File: src/hw/rtl/swt_pkg.sv
// ----------------------------------------------------------------------------
// swt_pkg: shared types and constants of the shell word tokenizer
// Scan modes, quote states, byte classes, error codes and the payload
// structs of the input, the output and the internal queue.
// ----------------------------------------------------------------------------
package swt_pkg;

    localparam int DEF_MAX_NESTING   = 255;
    localparam int DEF_POSITION_BITS = 16;
    localparam int DEF_QUEUE_DEPTH   = 2;

    localparam int CHAR_W  = 8;
    localparam int POSN_W  = 16;
    localparam int CODE_W  = 3;
    localparam int PADDR_W = 3;
    localparam int PDATA_W = 32;

    typedef enum logic [2:0] {
        MODE_TOP   = 3'd0,
        MODE_CMD   = 3'd1,
        MODE_BRACE = 3'd2,
        MODE_TICK  = 3'd3,
        MODE_DSQ   = 3'd4
    } mode_t;

    typedef enum logic [1:0] {
        Q_NONE   = 2'd0,
        Q_SINGLE = 2'd1,
        Q_DOUBLE = 2'd2
    } quote_t;

    typedef enum logic [3:0] {
        CLS_OTHER,
        CLS_SPACE,
        CLS_NEWLINE,
        CLS_DOLLAR,
        CLS_LPAREN,
        CLS_RPAREN,
        CLS_LBRACE,
        CLS_RBRACE,
        CLS_TICK,
        CLS_BSLASH,
        CLS_SQUOTE,
        CLS_DQUOTE
    } cls_t;

    localparam logic [CODE_W-1:0] ERR_NONE   = 3'd0;
    localparam logic [CODE_W-1:0] ERR_CMD    = 3'd1;
    localparam logic [CODE_W-1:0] ERR_TICK   = 3'd2;
    localparam logic [CODE_W-1:0] ERR_DSQ    = 3'd3;
    localparam logic [CODE_W-1:0] ERR_PARAM  = 3'd4;
    localparam logic [CODE_W-1:0] ERR_BSLASH = 3'd5;
    localparam logic [CODE_W-1:0] ERR_QUOTE  = 3'd6;
    localparam logic [CODE_W-1:0] ERR_NEST   = 3'd7;

    typedef struct packed {
        logic [CHAR_W-1:0] char_in;
        logic              is_end;
    } swt_in_t;

    typedef struct packed {
        logic [CHAR_W-1:0] char_out;
        logic              char_valid;
        logic              word_end;
        logic [CODE_W-1:0] error_code;
        logic [POSN_W-1:0] error_line;
        logic [POSN_W-1:0] error_column;
        logic              line_done;
    } swt_out_t;

    typedef struct packed {
        logic [CHAR_W-1:0] ch;
        logic              is_end;
        cls_t              cls;
    } swt_entry_t;

    typedef struct packed {
        logic       valid;
        swt_entry_t entry;
    } swt_qhead_t;

endpackage

File: src/hw/rtl/swt_front.sv
// ----------------------------------------------------------------------------
// swt_front: input side of the tokenizer
// Takes input transfers while the queue has room and tags each byte with
// its class, so the back end decides on small class codes, not raw bytes.
// ----------------------------------------------------------------------------
module swt_front (
    input  logic             in_valid,
    output logic             in_ready,
    input  swt_pkg::swt_in_t in_data,
    input  logic             q_full,
    output logic             q_wr,
    output swt_pkg::swt_entry_t q_entry
);
    import swt_pkg::*;

    localparam logic [CHAR_W-1:0] CH_SPACE   = 8'h20;
    localparam logic [CHAR_W-1:0] CH_TAB     = 8'h09;
    localparam logic [CHAR_W-1:0] CH_NL      = 8'h0A;
    localparam logic [CHAR_W-1:0] CH_VT      = 8'h0B;
    localparam logic [CHAR_W-1:0] CH_FF      = 8'h0C;
    localparam logic [CHAR_W-1:0] CH_CR      = 8'h0D;
    localparam logic [CHAR_W-1:0] CH_DOLLAR  = 8'h24;
    localparam logic [CHAR_W-1:0] CH_LPAREN  = 8'h28;
    localparam logic [CHAR_W-1:0] CH_RPAREN  = 8'h29;
    localparam logic [CHAR_W-1:0] CH_LBRACE  = 8'h7B;
    localparam logic [CHAR_W-1:0] CH_RBRACE  = 8'h7D;
    localparam logic [CHAR_W-1:0] CH_TICK    = 8'h60;
    localparam logic [CHAR_W-1:0] CH_BSLASH  = 8'h5C;
    localparam logic [CHAR_W-1:0] CH_SQUOTE  = 8'h27;
    localparam logic [CHAR_W-1:0] CH_DQUOTE  = 8'h22;

    function automatic cls_t classify(input logic [CHAR_W-1:0] c);
        cls_t k;
        case (c)
            CH_SPACE, CH_TAB, CH_VT, CH_FF, CH_CR: k = CLS_SPACE;
            CH_NL:     k = CLS_NEWLINE;
            CH_DOLLAR: k = CLS_DOLLAR;
            CH_LPAREN: k = CLS_LPAREN;
            CH_RPAREN: k = CLS_RPAREN;
            CH_LBRACE: k = CLS_LBRACE;
            CH_RBRACE: k = CLS_RBRACE;
            CH_TICK:   k = CLS_TICK;
            CH_BSLASH: k = CLS_BSLASH;
            CH_SQUOTE: k = CLS_SQUOTE;
            CH_DQUOTE: k = CLS_DQUOTE;
            default:   k = CLS_OTHER;
        endcase
        return k;
    endfunction

    assign in_ready       = !q_full;
    assign q_wr           = in_valid && !q_full;
    assign q_entry.ch     = in_data.char_in;
    assign q_entry.is_end = in_data.is_end;
    assign q_entry.cls    = classify(in_data.char_in);

endmodule

File: src/hw/rtl/swt_queue.sv
// ----------------------------------------------------------------------------
// swt_queue: short FIFO between front and back
// Holds classified bytes so that the input side and the tokenizer stall
// independently of each other.
// ----------------------------------------------------------------------------
module swt_queue #(
    parameter int DEPTH = swt_pkg::DEF_QUEUE_DEPTH
) (
    input  logic                clk,
    input  logic                rst_n,
    input  logic                wr,
    input  swt_pkg::swt_entry_t wr_entry,
    output logic                full,
    input  logic                pop,
    output swt_pkg::swt_qhead_t head
);
    import swt_pkg::*;

    localparam int PTR_W = (DEPTH > 1) ? $clog2(DEPTH) : 1;
    localparam int CNT_W = $clog2(DEPTH + 1);

    swt_entry_t           slot_reg [DEPTH];
    logic [PTR_W-1:0]     wr_ptr_reg, wr_ptr_next;
    logic [PTR_W-1:0]     rd_ptr_reg, rd_ptr_next;
    logic [CNT_W-1:0]     count_reg, count_next;
    logic                 do_pop;

    function automatic logic [PTR_W-1:0] bump(input logic [PTR_W-1:0] p);
        return (p == PTR_W'(DEPTH - 1)) ? '0 : p + 1'b1;
    endfunction

    assign full        = (count_reg == CNT_W'(DEPTH));
    assign head.valid  = (count_reg != '0);
    assign head.entry  = slot_reg[rd_ptr_reg];
    assign do_pop      = pop && head.valid;

    always_comb
    begin
        wr_ptr_next = wr ? bump(wr_ptr_reg) : wr_ptr_reg;
        rd_ptr_next = do_pop ? bump(rd_ptr_reg) : rd_ptr_reg;
        count_next  = count_reg;
        if (wr && !do_pop)
        begin
            count_next = count_reg + 1'b1;
        end
        else if (do_pop && !wr)
        begin
            count_next = count_reg - 1'b1;
        end
    end

    always_ff @(posedge clk or negedge rst_n)
    begin
        if (!rst_n)
        begin
            wr_ptr_reg <= '0;
            rd_ptr_reg <= '0;
            count_reg  <= '0;
        end
        else
        begin
            wr_ptr_reg <= wr_ptr_next;
            rd_ptr_reg <= rd_ptr_next;
            count_reg  <= count_next;
        end
    end

    always_ff @(posedge clk)
    begin
        if (wr)
        begin
            slot_reg[wr_ptr_reg] <= wr_entry;
        end
    end

endmodule

File: src/hw/rtl/swt_back.sv
// ----------------------------------------------------------------------------
// swt_back: tokenizer state machine and output register
// Updates the scan state for one byte per cycle while the output register
// can take a result, tracks the error position and drives the result register toward the output channel.
// ----------------------------------------------------------------------------
module swt_back #(
    parameter int MAX_NESTING   = swt_pkg::DEF_MAX_NESTING,
    parameter int POSITION_BITS = swt_pkg::DEF_POSITION_BITS
) (
    input  logic                      clk,
    input  logic                      rst_n,
    input  swt_pkg::swt_qhead_t       head,
    output logic                      pop,
    input  logic [swt_pkg::POSN_W-1:0] start_line,
    output logic                      out_valid,
    input  logic                      out_ready,
    output swt_pkg::swt_out_t         out_data
);
    import swt_pkg::*;

    localparam int POS_W = (POSITION_BITS < POSN_W) ? POSITION_BITS : POSN_W;
    localparam int DEP_W = $clog2(MAX_NESTING + 1);
    localparam logic [POS_W-1:0] POS_LIM = '1;
    localparam logic [POS_W:0]   COL_LIM = {1'b0, POS_LIM};
    localparam logic [DEP_W-1:0] DEP_MAX = DEP_W'(MAX_NESTING);

    mode_t            mode_reg, mode_next;
    quote_t           outer_reg, outer_next;
    quote_t           inner_reg, inner_next;
    logic             escape_reg, escape_next;
    logic             dollar_reg, dollar_next;
    logic [DEP_W-1:0] depth_reg, depth_next;
    logic             word_reg, word_next;
    logic             latched_reg, latched_next;
    logic [POS_W-1:0] line_reg, line_next;
    logic [POS_W:0]   col_reg, col_next;
    logic             out_valid_reg, out_valid_next;
    swt_out_t         out_data_reg;

    logic              keep, brk, done, step_pos, top_path, is_ws, is_cmd;
    logic [CODE_W-1:0] err_code;
    logic [POS_W:0]    err_col;
    logic [DEP_W-1:0]  dep_dec;
    cls_t              cls_open, cls_close;
    logic [POSN_W-1:0] first_line;
    logic [POSN_W:0]   line_sum;
    logic [POS_W-1:0]  line_cap, col_cap;
    swt_out_t          res;

    swt_entry_t e;
    assign e   = head.entry;
    assign pop = head.valid && (!out_valid_reg || out_ready);

    // Next scan state for the byte at the queue head.
    always_comb
    begin
        mode_next    = mode_reg;
        outer_next   = outer_reg;
        inner_next   = inner_reg;
        escape_next  = escape_reg;
        dollar_next  = dollar_reg;
        depth_next   = depth_reg;
        word_next    = word_reg;
        latched_next = latched_reg;
        line_next    = line_reg;
        col_next     = col_reg;
        keep         = 1'b0;
        brk          = 1'b0;
        done         = 1'b0;
        step_pos     = 1'b0;
        top_path     = 1'b0;
        err_code     = ERR_NONE;
        err_col      = col_reg;
        is_ws        = (e.cls == CLS_SPACE) || (e.cls == CLS_NEWLINE);
        is_cmd       = (mode_reg == MODE_CMD);
        cls_open     = is_cmd ? CLS_LPAREN : CLS_LBRACE;
        cls_close    = is_cmd ? CLS_RPAREN : CLS_RBRACE;
        dep_dec      = (depth_reg != '0) ? depth_reg - 1'b1 : depth_reg;

        if (e.is_end)
        begin
            done = 1'b1;
            if (!latched_reg)
            begin
                case (mode_reg)
                    MODE_CMD:   err_code = ERR_CMD;
                    MODE_TICK:  err_code = ERR_TICK;
                    MODE_DSQ:   err_code = ERR_DSQ;
                    MODE_BRACE: err_code = ERR_PARAM;
                    default:
                    begin
                        if (escape_reg)
                        begin
                            // The backslash itself is the reported position.
                            err_code = ERR_BSLASH;
                            err_col  = col_reg - 1'b1;
                        end
                        else if (outer_reg != Q_NONE)
                        begin
                            err_code = ERR_QUOTE;
                        end
                    end
                endcase
                brk = word_reg && (err_code == ERR_NONE);
            end
            mode_next    = MODE_TOP;
            outer_next   = Q_NONE;
            inner_next   = Q_NONE;
            escape_next  = 1'b0;
            dollar_next  = 1'b0;
            depth_next   = '0;
            word_next    = 1'b0;
            latched_next = 1'b0;
            line_next    = '0;
            col_next     = (POS_W + 1)'(1);
        end
        else if (!latched_reg)
        begin
            step_pos = 1'b1;
            if (escape_reg)
            begin
                escape_next = 1'b0;
                keep        = 1'b1;
            end
            else if (mode_reg == MODE_TOP)
            begin
                if (dollar_reg)
                begin
                    dollar_next = 1'b0;
                    if (e.cls == CLS_LPAREN || e.cls == CLS_LBRACE)
                    begin
                        mode_next  = (e.cls == CLS_LPAREN) ? MODE_CMD : MODE_BRACE;
                        depth_next = DEP_W'(1);
                        inner_next = Q_NONE;
                        keep       = 1'b1;
                    end
                    else if (e.cls == CLS_SQUOTE)
                    begin
                        mode_next = MODE_DSQ;
                        keep      = 1'b1;
                    end
                    else
                    begin
                        top_path = 1'b1;
                    end
                end
                else
                begin
                    top_path = 1'b1;
                end
            end
            else if (mode_reg == MODE_CMD || mode_reg == MODE_BRACE)
            begin
                keep = 1'b1;
                case (inner_reg)
                    Q_NONE:
                    begin
                        if (e.cls == CLS_BSLASH)
                        begin
                            escape_next = 1'b1;
                        end
                        else if (e.cls == CLS_DQUOTE)
                        begin
                            inner_next = Q_DOUBLE;
                        end
                        else if (e.cls == CLS_SQUOTE && (is_cmd || outer_reg != Q_DOUBLE))
                        begin
                            inner_next = Q_SINGLE;
                        end
                        else if (e.cls == cls_open)
                        begin
                            if (depth_reg >= DEP_MAX)
                            begin
                                // Overflow: the byte is dropped and the position holds.
                                keep         = 1'b0;
                                step_pos     = 1'b0;
                                err_code     = ERR_NEST;
                                latched_next = 1'b1;
                            end
                            else
                            begin
                                depth_next = depth_reg + 1'b1;
                            end
                        end
                        else if (e.cls == cls_close)
                        begin
                            depth_next = dep_dec;
                            if (dep_dec == '0)
                            begin
                                mode_next = MODE_TOP;
                            end
                        end
                    end
                    Q_SINGLE:
                    begin
                        if (e.cls == CLS_SQUOTE)
                        begin
                            inner_next = Q_NONE;
                        end
                    end
                    default:
                    begin
                        if (e.cls == CLS_BSLASH)
                        begin
                            escape_next = 1'b1;
                        end
                        else if (e.cls == CLS_DQUOTE)
                        begin
                            inner_next = Q_NONE;
                        end
                    end
                endcase
            end
            else
            begin
                keep = 1'b1;
                if (e.cls == CLS_BSLASH)
                begin
                    escape_next = 1'b1;
                end
                else if ((mode_reg == MODE_TICK && e.cls == CLS_TICK) ||
                         (mode_reg == MODE_DSQ && e.cls == CLS_SQUOTE))
                begin
                    mode_next = MODE_TOP;
                end
            end

            if (top_path)
            begin
                if (outer_reg == Q_NONE && is_ws)
                begin
                    brk       = word_reg;
                    word_next = 1'b0;
                end
                else
                begin
                    word_next = 1'b1;
                    keep      = 1'b1;
                    if (outer_reg != Q_SINGLE && e.cls == CLS_DOLLAR)
                    begin
                        dollar_next = 1'b1;
                    end
                    else if (outer_reg != Q_SINGLE && e.cls == CLS_TICK)
                    begin
                        mode_next = MODE_TICK;
                    end
                    else if (e.cls == CLS_SQUOTE && outer_reg != Q_DOUBLE)
                    begin
                        outer_next = (outer_reg == Q_NONE) ? Q_SINGLE : Q_NONE;
                    end
                    else if (e.cls == CLS_DQUOTE && outer_reg != Q_SINGLE)
                    begin
                        outer_next = (outer_reg == Q_NONE) ? Q_DOUBLE : Q_NONE;
                    end
                    else if (e.cls == CLS_BSLASH && outer_reg != Q_SINGLE)
                    begin
                        escape_next = 1'b1;
                    end
                end
            end

            if (step_pos)
            begin
                if (e.cls == CLS_NEWLINE)
                begin
                    if (line_reg != POS_LIM)
                    begin
                        line_next = line_reg + 1'b1;
                    end
                    col_next = (POS_W + 1)'(1);
                end
                else if (col_reg <= COL_LIM)
                begin
                    col_next = col_reg + 1'b1;
                end
            end
        end
    end

    // Result fields for the byte at the queue head.
    always_comb
    begin
        first_line = (start_line == '0) ? POSN_W'(1) : start_line;
        line_sum   = (POSN_W + 1)'(first_line) + (POSN_W + 1)'(line_reg);
        line_cap   = (line_sum > (POSN_W + 1)'(POS_LIM)) ? POS_LIM : POS_W'(line_sum);
        col_cap    = err_col[POS_W] ? POS_LIM : err_col[POS_W-1:0];

        res.char_out     = keep ? e.ch : '0;
        res.char_valid   = keep;
        res.word_end     = brk;
        res.error_code   = err_code;
        res.error_line   = (err_code != ERR_NONE) ? POSN_W'(line_cap) : '0;
        res.error_column = (err_code != ERR_NONE) ? POSN_W'(col_cap) : '0;
        res.line_done    = done;

        out_valid_next = pop ? 1'b1 : (out_ready ? 1'b0 : out_valid_reg);
    end

    always_ff @(posedge clk or negedge rst_n)
    begin
        if (!rst_n)
        begin
            mode_reg      <= MODE_TOP;
            outer_reg     <= Q_NONE;
            inner_reg     <= Q_NONE;
            escape_reg    <= 1'b0;
            dollar_reg    <= 1'b0;
            depth_reg     <= '0;
            word_reg      <= 1'b0;
            latched_reg   <= 1'b0;
            line_reg      <= '0;
            col_reg       <= (POS_W + 1)'(1);
            out_valid_reg <= 1'b0;
        end
        else
        begin
            out_valid_reg <= out_valid_next;
            if (pop)
            begin
                mode_reg    <= mode_next;
                outer_reg   <= outer_next;
                inner_reg   <= inner_next;
                escape_reg  <= escape_next;
                dollar_reg  <= dollar_next;
                depth_reg   <= depth_next;
                word_reg    <= word_next;
                latched_reg <= latched_next;
                line_reg    <= line_next;
                col_reg     <= col_next;
            end
        end
    end

    always_ff @(posedge clk)
    begin
        if (pop)
        begin
            out_data_reg <= res;
        end
    end

    assign out_valid = out_valid_reg;
    assign out_data  = out_data_reg;

endmodule

File: src/hw/rtl/shell_word_tokenizer.sv
// ----------------------------------------------------------------------------
// shell_word_tokenizer: splits a command line into shell words
// Top level with the register port, the classifying front end, the queue
// and the tokenizer back end.
// ----------------------------------------------------------------------------
// Usage:
//   The input channel carries one byte of the command line per transfer;
//   a transfer with is_end set closes the line. The output channel returns
//   exactly one result per input transfer, in order: the kept byte, a
//   word-end mark, an error code with its line and column, and line_done
//   on the end marker.
//   An input transfer is registered in the queue, and its result in the
//   output register of the back end. Throughput is one byte per cycle while
//   the receiver takes results; a stall on out_ready holds it.
//   The register start_line (byte address 0) gives the number of the first
//   line in error reports; write it only while the block is idle.
//   Reset empties the queue, clears the scan state and sets start_line to 1.
//   When the receiver stalls, the result waits in the output register, the
//   queue fills with up to QUEUE_DEPTH bytes and then in_ready drops.
// ----------------------------------------------------------------------------
module shell_word_tokenizer #(
    parameter int MAX_NESTING   = swt_pkg::DEF_MAX_NESTING,
    parameter int POSITION_BITS = swt_pkg::DEF_POSITION_BITS,
    parameter int QUEUE_DEPTH   = swt_pkg::DEF_QUEUE_DEPTH
) (
    input  logic                        clk,
    input  logic                        rst_n,
    input  logic                        in_valid,
    output logic                        in_ready,
    input  swt_pkg::swt_in_t            in_data,
    output logic                        out_valid,
    input  logic                        out_ready,
    output swt_pkg::swt_out_t           out_data,
    input  logic                        psel,
    input  logic                        penable,
    input  logic                        pwrite,
    input  logic [swt_pkg::PADDR_W-1:0] paddr,
    input  logic [swt_pkg::PDATA_W-1:0] pwdata,
    output logic [swt_pkg::PDATA_W-1:0] prdata,
    output logic                        pready
);
    import swt_pkg::*;

    localparam logic REG_START_LINE = 1'b0;

    logic [POSN_W-1:0] start_line_reg;
    logic              cfg_wr;
    logic              q_full, q_wr, q_pop;
    swt_entry_t        q_entry;
    swt_qhead_t        q_head;

    assign pready = 1'b1;
    assign cfg_wr = psel && penable && pwrite && pready;
    assign prdata = (paddr[PADDR_W-1:2] == REG_START_LINE) ? PDATA_W'(start_line_reg) : '0;

    always_ff @(posedge clk or negedge rst_n)
    begin
        if (!rst_n)
        begin
            start_line_reg <= POSN_W'(1);
        end
        else if (cfg_wr && paddr[PADDR_W-1:2] == REG_START_LINE)
        begin
            start_line_reg <= pwdata[POSN_W-1:0];
        end
    end

    swt_front u_front (
        .in_valid (in_valid),
        .in_ready (in_ready),
        .in_data  (in_data),
        .q_full   (q_full),
        .q_wr     (q_wr),
        .q_entry  (q_entry)
    );

    swt_queue #(
        .DEPTH (QUEUE_DEPTH)
    ) u_queue (
        .clk      (clk),
        .rst_n    (rst_n),
        .wr       (q_wr),
        .wr_entry (q_entry),
        .full     (q_full),
        .pop      (q_pop),
        .head     (q_head)
    );

    swt_back #(
        .MAX_NESTING   (MAX_NESTING),
        .POSITION_BITS (POSITION_BITS)
    ) u_back (
        .clk        (clk),
        .rst_n      (rst_n),
        .head       (q_head),
        .pop        (q_pop),
        .start_line (start_line_reg),
        .out_valid  (out_valid),
        .out_ready  (out_ready),
        .out_data   (out_data)
    );

endmodule

File: config.mk
export PLATFORM = sky130hd
export DESIGN_NAME = shell_word_tokenizer
export DESIGN_NICKNAME = d
export VERILOG_FILES = /design/src/hw/rtl/swt_pkg.sv /design/src/hw/rtl/swt_front.sv /design/src/hw/rtl/swt_queue.sv /design/src/hw/rtl/swt_back.sv /design/src/hw/rtl/shell_word_tokenizer.sv
export SDC_FILE = /design/constraint.sdc
export NUM_CORES = 1
export LEC_CHECK = 0
export BUFFER_PORTS_ARGS = -buffer_cell sky130_fd_sc_hd__buf_4
export CAP_MARGIN = 20
export CELL_PAD_IN_SITES_DETAIL_PLACEMENT = 0
export CELL_PAD_IN_SITES_GLOBAL_PLACEMENT = 1
export CORE_MARGIN = 3
export CORE_UTILIZATION = 48
export CTS_CLUSTER_SIZE = 24
export DETAILED_ROUTE_END_ITERATION = 12
export PLACE_DENSITY_LB_ADDON = 0.1
export RECOVER_POWER = 100
export SYNTH_ARGS = -nofsm -noshare
export SYNTH_HDL_FRONTEND = slang
export SYNTH_SLANG_ARGS = --single-unit
File: constraint.sdc
create_clock -name clk -period 8 [get_ports clk]
set_input_delay 0.4 -clock clk [delete_from_list [all_inputs] [get_ports clk]]
set_output_delay 0.4 -clock clk [all_outputs]
set_load 0.05 [all_outputs]
==> run summary, run 1 <==
CTS tree = built
Seq cells post-synth = 145
Syn Inst Count = 907
Avg Inst Size Synth = 9.71 sq um
GPL Wtd Cong = 0.903
Die Y = 141 microns
met3 GRT Util = 3.47%
post-synthesis xor/xnor area fraction = 4.67%
H-tree Lvls = 4
fillers = 1654
clk sinks = 145
sequential fraction of the synthesis area = 45.3%
clock buffer depth = 2
Synth top area share = 24.5%
VDD IR max = 0.000214 V
Die X = 141 microns
DRC Markers = 0
Area contributors post-synth = edfxtp_1, dfrtp_1, a21oi_1
Largest register FFs = 46
first-pass GRT wire length = 34000 microns
TritonRoute pass-1 iters = 7
Yosys top cell by area = edfxtp_1
Post-Syn Area = 8810 sq um
most common cell after layout, fill and taps aside = nor2_1
YS warnings = 0
Period minus WS final = 5.50 ns
largest family of logic cells by synthesized area = simple AND/OR/NAND/NOR gates
nets@finish = 1039
GR Util All Layers = 20.7%
Startpoint Class = flip-flop
EDFF count, synth = 72
Setup Skew = 0.00682 ns
simple-gate portion of the synthesized area = 18.5%
row cnt = 48
most used cell, CP = o211ai_1
Core Region = 17700 sq um
max-cap viol count = 3
Post-synth ARST share = 50.3%
Tightest Hold Check Type = in -> reg
antenna violation net count after detailed routing = 0
relative slew slack = -180%
commonest cells after routing, fill and taps aside = nor2_1, clkbuf_1, edfxtp_1
largest net degree at the start of global routing = 74
CTS resizes = 0
crit path max fanout = 27
Final Max Tran Viols = 141
Hold WS = 0.187 ns
worst-path cell chain = clkbuf_1 -> mux2i_1 -> a211oi_1 -> o211ai_1 -> nor2_1 -> a41oi_1 -> or4_1 -> o211ai_1
Tcrit/Tclk final = 68.7%
drt first-iter violations = 633
Die ar. = 20000 sq um
Starting Density = 49.9%
Slowest-stage cell, CP = a211oi_1
Slew @ Worst Pin = 4.19 ns
worst endpoint data arrival time = 5.83 ns
Ports = 132
# diodes = 0
DR WL/cell = 17.3 microns
TritonCTS Buffers = 17
outcome = finished, violations left
Compound-Gate Fraction of Synth Area = 17.7%
initial antenna violation count = 0
Hold-fix buffers, CTS = 0
Cell Pwr Density = 376 nW/um^2
final setup vio count = 0
critical path data required time = 8.33 ns
Root Driver = clkbuf_16
max incr delay on CP = 1.38 ns
Crit Path Class = reg -> reg
FMAX = 182 MHz
P_leak = 3.85 nW
Post-DP HPWL = 14600 microns
Worst-Skew Late Latency = 0.42 ns
failing checks = capacitance limit, slew limit
global routing usage on met1 = 27.6%
total grt overflow = 0
vias = 7080
adder-cell share of the synthesized area = 3.75%
Setup crit end kind = flip-flop
Fin Setup TNS = 0 ns
unrepaired setup endpoints after global routing = false
Vias/cell = 5.90
Area Overhead vs Synth = 10.9%
Global Route met2 Usage = 34.7%
Final Hold Violating Endpoints = 0
clock slew at reported path FFs = 0.06 ns
mux cell area share after synthesis = 4.40%
GRT Max-Usage Layer = met2
layout cells sized above 1 = 9.12%
Synth Flop Type = edfxtp_1
vias in the first global route = 6875
# Post-CTS Setup Buffers = 0
IO buf count = 96
Post-Route WL = 20800 microns
Yosys cell types = 85
==> stage by stage <==
step	cell area, sq um	total power [mW]	util, %	instances	setup WS, ns
2_1_floorplan	8870	2.55	-	922	4.56
3_3_place_gp	9490	2.95	53.7	1164	3.68
3_5_place_dp	9490	2.99	53.7	1164	3.52
4_1_cts	10100	3.79	57.1	1196	3.40
5_1_grt	9770	3.89	55.3	1201	2.10
6_report	9770	3.67	55.3	1201	2.50
==> Yosys cell counts (23+ instances only) <==
| cell | number |
|---|---|
| a21oi_1 | 63 |
| clkbuf_1 | 51 |
| dfrtp_1 | 71 |
| edfxtp_1 | 72 |
| ha_1 | 24 |
| inv_1 | 24 |
| nand2_1 | 58 |
| nor2_1 | 84 |
| o21ai_0 | 56 |
| o31ai_1 | 23 |
| xnor2_1 | 27 |
==> where the power goes <==
group / total (mW) / switching, mW / internal [mW]
registers: 1.23 / 0.174 / 1.05
clock network: 0.792 / 0.330 / 0.462
logic: 1.65 / 1.18 / 0.467
total: 3.67 / 1.69 / 1.98
==> cells by family (layout without fill, tap and decap cells) <==
kind of cell	after synthesis	in the layout
other	2	17
multiplexers	34	34
flip-flops	145	145
AO/OA/AOI/OAI	237	237
buffers and inverters	106	160
XOR/XNOR	47	47
AND/OR/NAND/NOR	310	310
adder cells (fa/ha/maj)	26	26
==> worst paths after layout <==
kind                                         start                endpoint  slack, ns  cells after the start
worst min register to register  u_queue.wr_ptr_reg      u_queue.wr_ptr_reg       0.50                      1
worst max register to register  u_queue.rd_ptr_reg     u_back.depth_reg[1]       2.50                      8
min in group asynchronous                    rst_n     u_back.depth_reg[4]       1.45                      1
worst max-delay path            u_queue.rd_ptr_reg     u_back.depth_reg[1]       2.50                      8
worst min-delay path                    in_data[0]  u_queue.slot_reg[1][4]       0.19                      1
max in group asynchronous                    rst_n       u_back.col_reg[8]       4.20                      1
==> worst max-delay path, delay by kind of cell (launching register included) <==
family	cells	cell delay [ns]
AOI/OAI and AO/OA	4	2.34
buffers and inverters	1	1.06
DFF	1	0.32
muxes	1	0.99
and+or+nand+nor	2	0.68
==> metal layers <==
metal	up-vias	routed length, microns
met5	-	0
met3	31	959
li1	3437	-
met2	209	10100
met1	3403	9320
met4	0	376
==> final cells by class <==
type | instances | area, sq um | share of cell area, %
Sequential cell | 145 | 3990 | 40.9
Tap cell | 225 | 282 | 2.88
Clock buffer | 17 | 425 | 4.36
Clock inverter | 15 | 159 | 1.63
Multi-Input combinational cell | 671 | 4330 | 44.4
Inverter | 25 | 98.8 | 1.01
Timing Repair Buffer | 103 | 477 | 4.88
Note: power is estimated with default switching activity, not from simulation.
==> run 2: changes to the inputs <==
Settings changed: CORE_UTILIZATION 48 to 40.
Clock period 8 ns to 4.64 ns, I/O delays scaled along.
==> run summary, run 2 (same netlist as run 1, synthesis figures left out) <==
Vias/cell = 5.44 (-7.7%)
pre-CTS setup slack = 0.854 ns (-2.66 ns)
Largest register FFs = 46 (unchanged)
largest net degree at the start of global routing = 74 (unchanged)
Period minus WS final = 4.02 ns (-1.47 ns)
final setup vio count = 0 (unchanged)
DRC Markers = 0 (unchanged)
worst endpoint data arrival time = 4.17 ns (-1.66 ns)
Hold-fix buffers, CTS = 1 (+1)
Setup Skew = 0.00936 ns (+0.00253 ns)
Ports = 132 (unchanged)
critical path data required time = 4.78 ns (-3.55 ns)
DR WL/cell = 16.8 microns (-2.8%)
Fin Setup TNS = 0 ns (unchanged)
# Post-CTS Setup Buffers = 0 (unchanged)
Slew @ Worst Pin = 2.63 ns (-1.57 ns)
row cnt = 53 (+10%)
P_leak = 3.92 nW (+1.9%)
clk sinks = 145 (unchanged)
VDD IR max = 0.000302 V (+41%)
Startpoint Class = flip-flop
clock slew at reported path FFs = 0.07 ns (about the same)
clock buffer depth = 2 (unchanged)
Final Max Tran Viols = 48 (-66%)
Post-DP HPWL = 14900 microns (+2.1%)
Setup WS post-layout = 0.615 ns (-1.89 ns)
crit path max fanout = 5 (-81%)
Area Overhead vs Synth = 13.2%
nets@finish = 1048 (+0.87%)
Starting Density = 41.3% (-8.6 points)
GPL Wtd Cong = 0.812 (-10%)
unrepaired setup endpoints after global routing = false
layout cells sized above 1 = 9.75% (+0.63 points)
Die ar. = 23800 sq um (+19%)
Die Y = 154 microns (+9.1%)
drt first-iter violations = 382 (-40%)
failing checks = hold timing, capacitance limit, slew limit
vias in the first global route = 6836 (-0.57%)
vias = 6855 (-3.2%)
FMAX = 248 MHz (+37%)
TritonCTS Buffers = 17 (unchanged)
first-pass GRT wire length = 35600 microns (+4.6%)
Die X = 154 microns (+9.1%)
antenna violation net count after detailed routing = 0 (unchanged)
total grt overflow = 0 (unchanged)
Tcrit/Tclk final = 86.7% (+18 points)
CTS tree = built
Final Hold Violating Endpoints = 19 (+19)
CTS resizes = 0 (unchanged)
H-tree Lvls = 4 (unchanged)
most common cell after layout, fill and taps aside = nor2_1
outcome = finished, violations left
Crit Path Class = reg -> reg
Hold WS = -0.0316 ns (-0.219 ns)
commonest cells after routing, fill and taps aside = nor2_1, clkbuf_1, edfxtp_1
Cell Pwr Density = 651 nW/um^2 (+73%)
max-cap viol count = 1 (-2)
Root Driver = clkbuf_16
relative slew slack = -75.1% (+100 points)
# diodes = 0 (unchanged)
Post-Route WL = 21200 microns (+2.0%)
GR Util All Layers = 18.1% (-2.6 points)
Tot Pwr = 6.50 mW (+77%)
TritonRoute pass-1 iters = 4 (-3)
initial antenna violation count = 0 (unchanged)
IO buf count = 96 (unchanged)
Core Region = 21400 sq um (+21%)
Tightest Hold Check Type = in -> async
Worst-Skew Late Latency = 0.42 ns (about the same)
Setup crit end kind = flip-flop
run 2: metrics by stage:
step | hold WS (ns) | instances | instance area, sq um | utilization [%]
2_1_floorplan | -0.0636 | 922 | 8870 | -
3_3_place_gp | 0.418 | 1225 | 9640 | 45.1
3_5_place_dp | 0.421 | 1225 | 9640 | 45.1
4_1_cts | 0.0155 | 1258 | 10300 | 48.2
5_1_grt | 0.0190 | 1260 | 9970 | 46.7
6_report | -0.0316 | 1260 | 9970 | 46.7
run 2: final timing paths:
path	startpoint	end	slack, ns	cells past startpoint
worst max-delay path	start_line_reg[13]	u_back.out_data[18]	0.62	12
worst max register to register	start_line_reg[13]	u_back.out_data[18]	0.62	12
min in group clk	pwdata[11]	start_line_reg[11]	0.04	2
worst min register to register	u_back.word_reg	u_back.word_reg	0.49	1
max in group asynchronous	rst_n	u_queue.count_reg[0]	4.03	1
worst min-delay path	rst_n	u_back.depth_reg[4]	-0.03	1
run 2: cell type report:
cell class / count / area, sq um
Inverter: 25 / 98.8
Multi-Input combinational cell: 671 / 4350
Clock inverter: 12 / 206
Sequential cell: 145 / 3990
Tap cell: 275 / 344
Fill cell: 2155 / 11400
Clock buffer: 20 / 447
Timing Repair Buffer: 112 / 537
run 2: layer usage:
layer	GRT usage [%]	routed length, microns	vias up	share of wire [%]
li1	-	-	3439	-
met1	25.2	10400	3320	49
met3	3.30	565	10	2.7
met5	0	0	-	0
met2	30.0	10100	86	48
met4	3.28	119	0	0.56
run 2: report_power, final:
part	switching (mW)	leakage (nW)	internal, mW
combinational	2.00	1.94	0.825
clock	0.553	0.315	0.975
sequential	0.333	1.66	1.82
total	2.88	3.92	3.61
run 2: worst max-delay path, stage by stage (launching register included):
cell       delay [ns]
dfrtp_1          0.41
nor3_1           0.09
a41o_1           0.26
ha_1             0.23
fa_1             0.46
a211oi_1         0.31
o21ai_0          0.26
a2111oi_0        0.71
o21a_1           0.24
o31ai_1          0.08
a21oi_1          0.25
clkbuf_1         0.31
a21oi_1          0.12
==> run 3: changes to the inputs <==
Settings changed: ABC_AREA from default to 1, CORE_UTILIZATION 40 to 39.
==> run summary, run 3 <==
outcome = finished, violations left
failing checks = capacitance limit, slew limit
Largest register FFs = 46 (unchanged)
Synth Flop Type = edfxtp_1
final setup vio count = 0 (unchanged)
YS warnings = 0 (unchanged)
Worst-Skew Late Latency = 0.43 ns (about the same)
Tightest Hold Check Type = in -> reg
Slew @ Worst Pin = 1.92 ns (-0.707 ns)
simple-gate portion of the synthesized area = 28.0% (+9.5 points)
Fin Setup TNS = 0 ns (unchanged)
post-synthesis xor/xnor area fraction = 4.11% (-0.56 points)
initial antenna violation count = 0 (unchanged)
Crit Path Class = reg -> reg
FMAX = 269 MHz (+8.3%)
Seq cells post-synth = 145 (unchanged)
worst path buffer plus inverter count = 3 (+2)
Area Overhead vs Synth = 11.8%
first-pass GRT wire length = 37800 microns (+6.1%)
clock slew at reported path FFs = 0.07 ns (about the same)
nets@finish = 1353 (+29%)
clk sinks = 145 (unchanged)
Root Driver = clkbuf_16
antenna violation net count after detailed routing = 0 (unchanged)
GR Util All Layers = 17.9% (-0.25 points)
relative slew slack = -27.9% (+47 points)
largest net degree at the start of global routing = 49 (-34%)
max incr delay on CP = 0.65 ns (-0.06 ns)
Design Area, Final = 10500 sq um (+5.1%)
Core Region = 23500 sq um (+10%)
unrepaired setup endpoints after global routing = false
VDD IR max = 0.000253 V (-16%)
commonest cells after routing, fill and taps aside = nand2_1, inv_1, nor2_1
crit path max fanout = 32 (+27)
mux cell area share after synthesis = 0% (-4.4 points)
critical path data required time = 4.93 ns (+0.15 ns)
Cell Pwr Density = 652 nW/um^2 (about the same)
Vias/cell = 4.83 (-11%)
adder-cell share of the synthesized area = 3.42% (-0.33 points)
most common cell after layout, fill and taps aside = nand2_1
Final Max Tran Viols = 79 (+65%)
largest family of logic cells by synthesized area = simple AND/OR/NAND/NOR gates
Syn Inst Count = 1199 (+32%)
# diodes = 0 (unchanged)
EDFF count, synth = 72 (unchanged)
Post-DP HPWL = 17000 microns (+14%)
Tcrit/Tclk final = 80.1% (-6.6 points)
Slowest-stage cell, CP = dfrtp_1
IO buf count = 96 (unchanged)
TritonCTS Buffers = 17 (unchanged)
P_leak = 4.79 nW (+22%)
Post-synth ARST share = 50.3% (unchanged)
row cnt = 56 (+5.7%)
Die Y = 161 microns (+4.3%)
count leader, synth = nand2_1
area post-placement = 10200 sq um (+5.6%)
total grt overflow = 0 (unchanged)
worst endpoint data arrival time = 4.01 ns (-0.16 ns)
vias = 7775 (+13%)
max-cap viol count = 3 (+2)
Yosys cell types = 52 (-39%)
DRC Markers = 0 (unchanged)
GPL Wtd Cong = 0.854 (+5.2%)
Layout Utilization = 44.5% (-2.2 points)
Die X = 161 microns (+4.3%)
most used cell, CP = nand2_1
vias in the first global route = 7401 (+8.3%)
Avg Inst Size Synth = 7.82 sq um (-19%)
worst-path cell chain = inv_6 -> nand2_1 -> nand2_1 -> nand2_1 -> nor2_4 -> nand2_1 -> clkinvlp_2 -> nand2_1 -> nor3_1 -> nand4_1 -> nand3_2 -> o21ai_0 -> inv_1
Post-Syn Area = 9380 sq um (+6.4%)
layout cells sized above 1 = 8.76% (-0.99 points)
Final Hold Violating Endpoints = 0 (-19)
DR WL/cell = 14.1 microns (-16%)
Startpoint Class = flip-flop
Area contributors post-synth = edfxtp_1, dfrtp_1, nand2_1
TritonRoute pass-1 iters = 5 (+1)
Setup Skew = 0.0121 ns (+0.00274 ns)
Top delay family on crit path = simple AND/OR/NAND/NOR gates
drt first-iter violations = 485 (+27%)
Period minus WS final = 3.72 ns (-0.308 ns)
Ports = 132 (unchanged)
Synth top area share = 23.1% (-1.5 points)
CTS tree = built
Die ar. = 25900 sq um (+8.8%)
sequential fraction of the synthesis area = 42.6% (-2.7 points)
Setup crit end kind = flip-flop
Yosys top cell by area = edfxtp_1
Post-Route WL = 22600 microns (+6.9%)
Starting Density = 39.8% (-1.4 points)
Commonest cells post-synth = nand2_1, inv_1, nor2_1, edfxtp_1, dfrtp_1
H-tree Lvls = 4 (unchanged)
clock buffer depth = 2 (unchanged)
Compound-Gate Fraction of Synth Area = 10.8% (-6.9 points)
==> run 3: cell types whose count changed in the layout (fill, tap and decap cells not counted), moves of 20 or more <==
cell     change
nor2b_1     -20
inv_1      +111
nand2_1    +229
nand3_1     +51
nor2_1      +37
o21ai_0     +20
==> run 3: logic make-up (layout without fill, tap and decap cells) <==
family	Yosys count	after routing
buf+inv	224	300
flops	145	145
xor+xnor	44	44
fa+ha+maj	25	25
other cells	2	17
simple gates	584	584
compound gates	175	175
==> run 3: final timing paths <==
path / cells after the start / start / slack [ns] / endpoint
min in group asynchronous: 2 / rst_n / 0.75 / u_back.col_reg[15]
worst max-delay path: 13 / u_queue.rd_ptr_reg / 0.92 / u_back.out_data[8]
worst min register to register: 1 / u_queue.count_reg[0] / 0.48 / u_queue.count_reg[0]
worst min-delay path: 3 / pwdata[2] / 0.05 / start_line_reg[2]
worst max register to register: 13 / u_queue.rd_ptr_reg / 0.92 / u_back.out_data[8]
max in group asynchronous: 3 / rst_n / 1.80 / u_back.line_reg[14]
==> run 3: layout make-up <==
cell class | instances | area [sq um]
fill | 2535 | 13100
inverter | 157 | 597
multi-input combinational | 845 | 4330
clock inverter | 15 | 181
tap | 319 | 399
clock buffer | 17 | 425
timing repair buffer | 111 | 557
sequential | 145 | 3990
==> run 3: power breakdown <==
group / internal, mW / switching [mW] / leakage (nW)
Sequential: 1.85 / 0.256 / 1.65
Clock: 0.732 / 0.652 / 0.296
Combinational: 0.783 / 2.56 / 2.84
Total: 3.36 / 3.47 / 4.79
==> run 3: worst min-delay path: stages <==
cell and delay, ns:
buf_4 0.08, nor2_1 0.03, a21oi_1 0.10
==> run 3: metal layers <==
metal	GRT usage [%]	share of wire [%]	wire length [microns]	vias up
met5	0	0	0	-
met4	4.42	0.81	184	0
met3	2.69	3.1	710	12
met2	29.1	47	10600	114
met1	25.2	49	11100	3618
li1	-	-	-	4031
==> run 3: repair_timing <==
item                                   in CTS  in global routing
setup buffers                               0                  0
hold buffers                                9                  0
endpoints found under the hold margin      37                  0
resized for setup                           0                  0
==> run 3: metrics by stage <==
step / std cells / total power [mW] / setup slack (ns) / hold slack (ns)
global route: 1609 / 7.36 / 0.549 / 0.0389
floorplan: 1214 / 4.98 / 0.0851 / -0.0636
CTS: 1609 / 7.19 / 1.22 / 0.0276
detailed placement: 1568 / 5.78 / 1.25 / 0.181
global placement: 1567 / 5.76 / 1.29 / 0.184
finish: 1609 / 6.83 / 0.923 / 0.0488
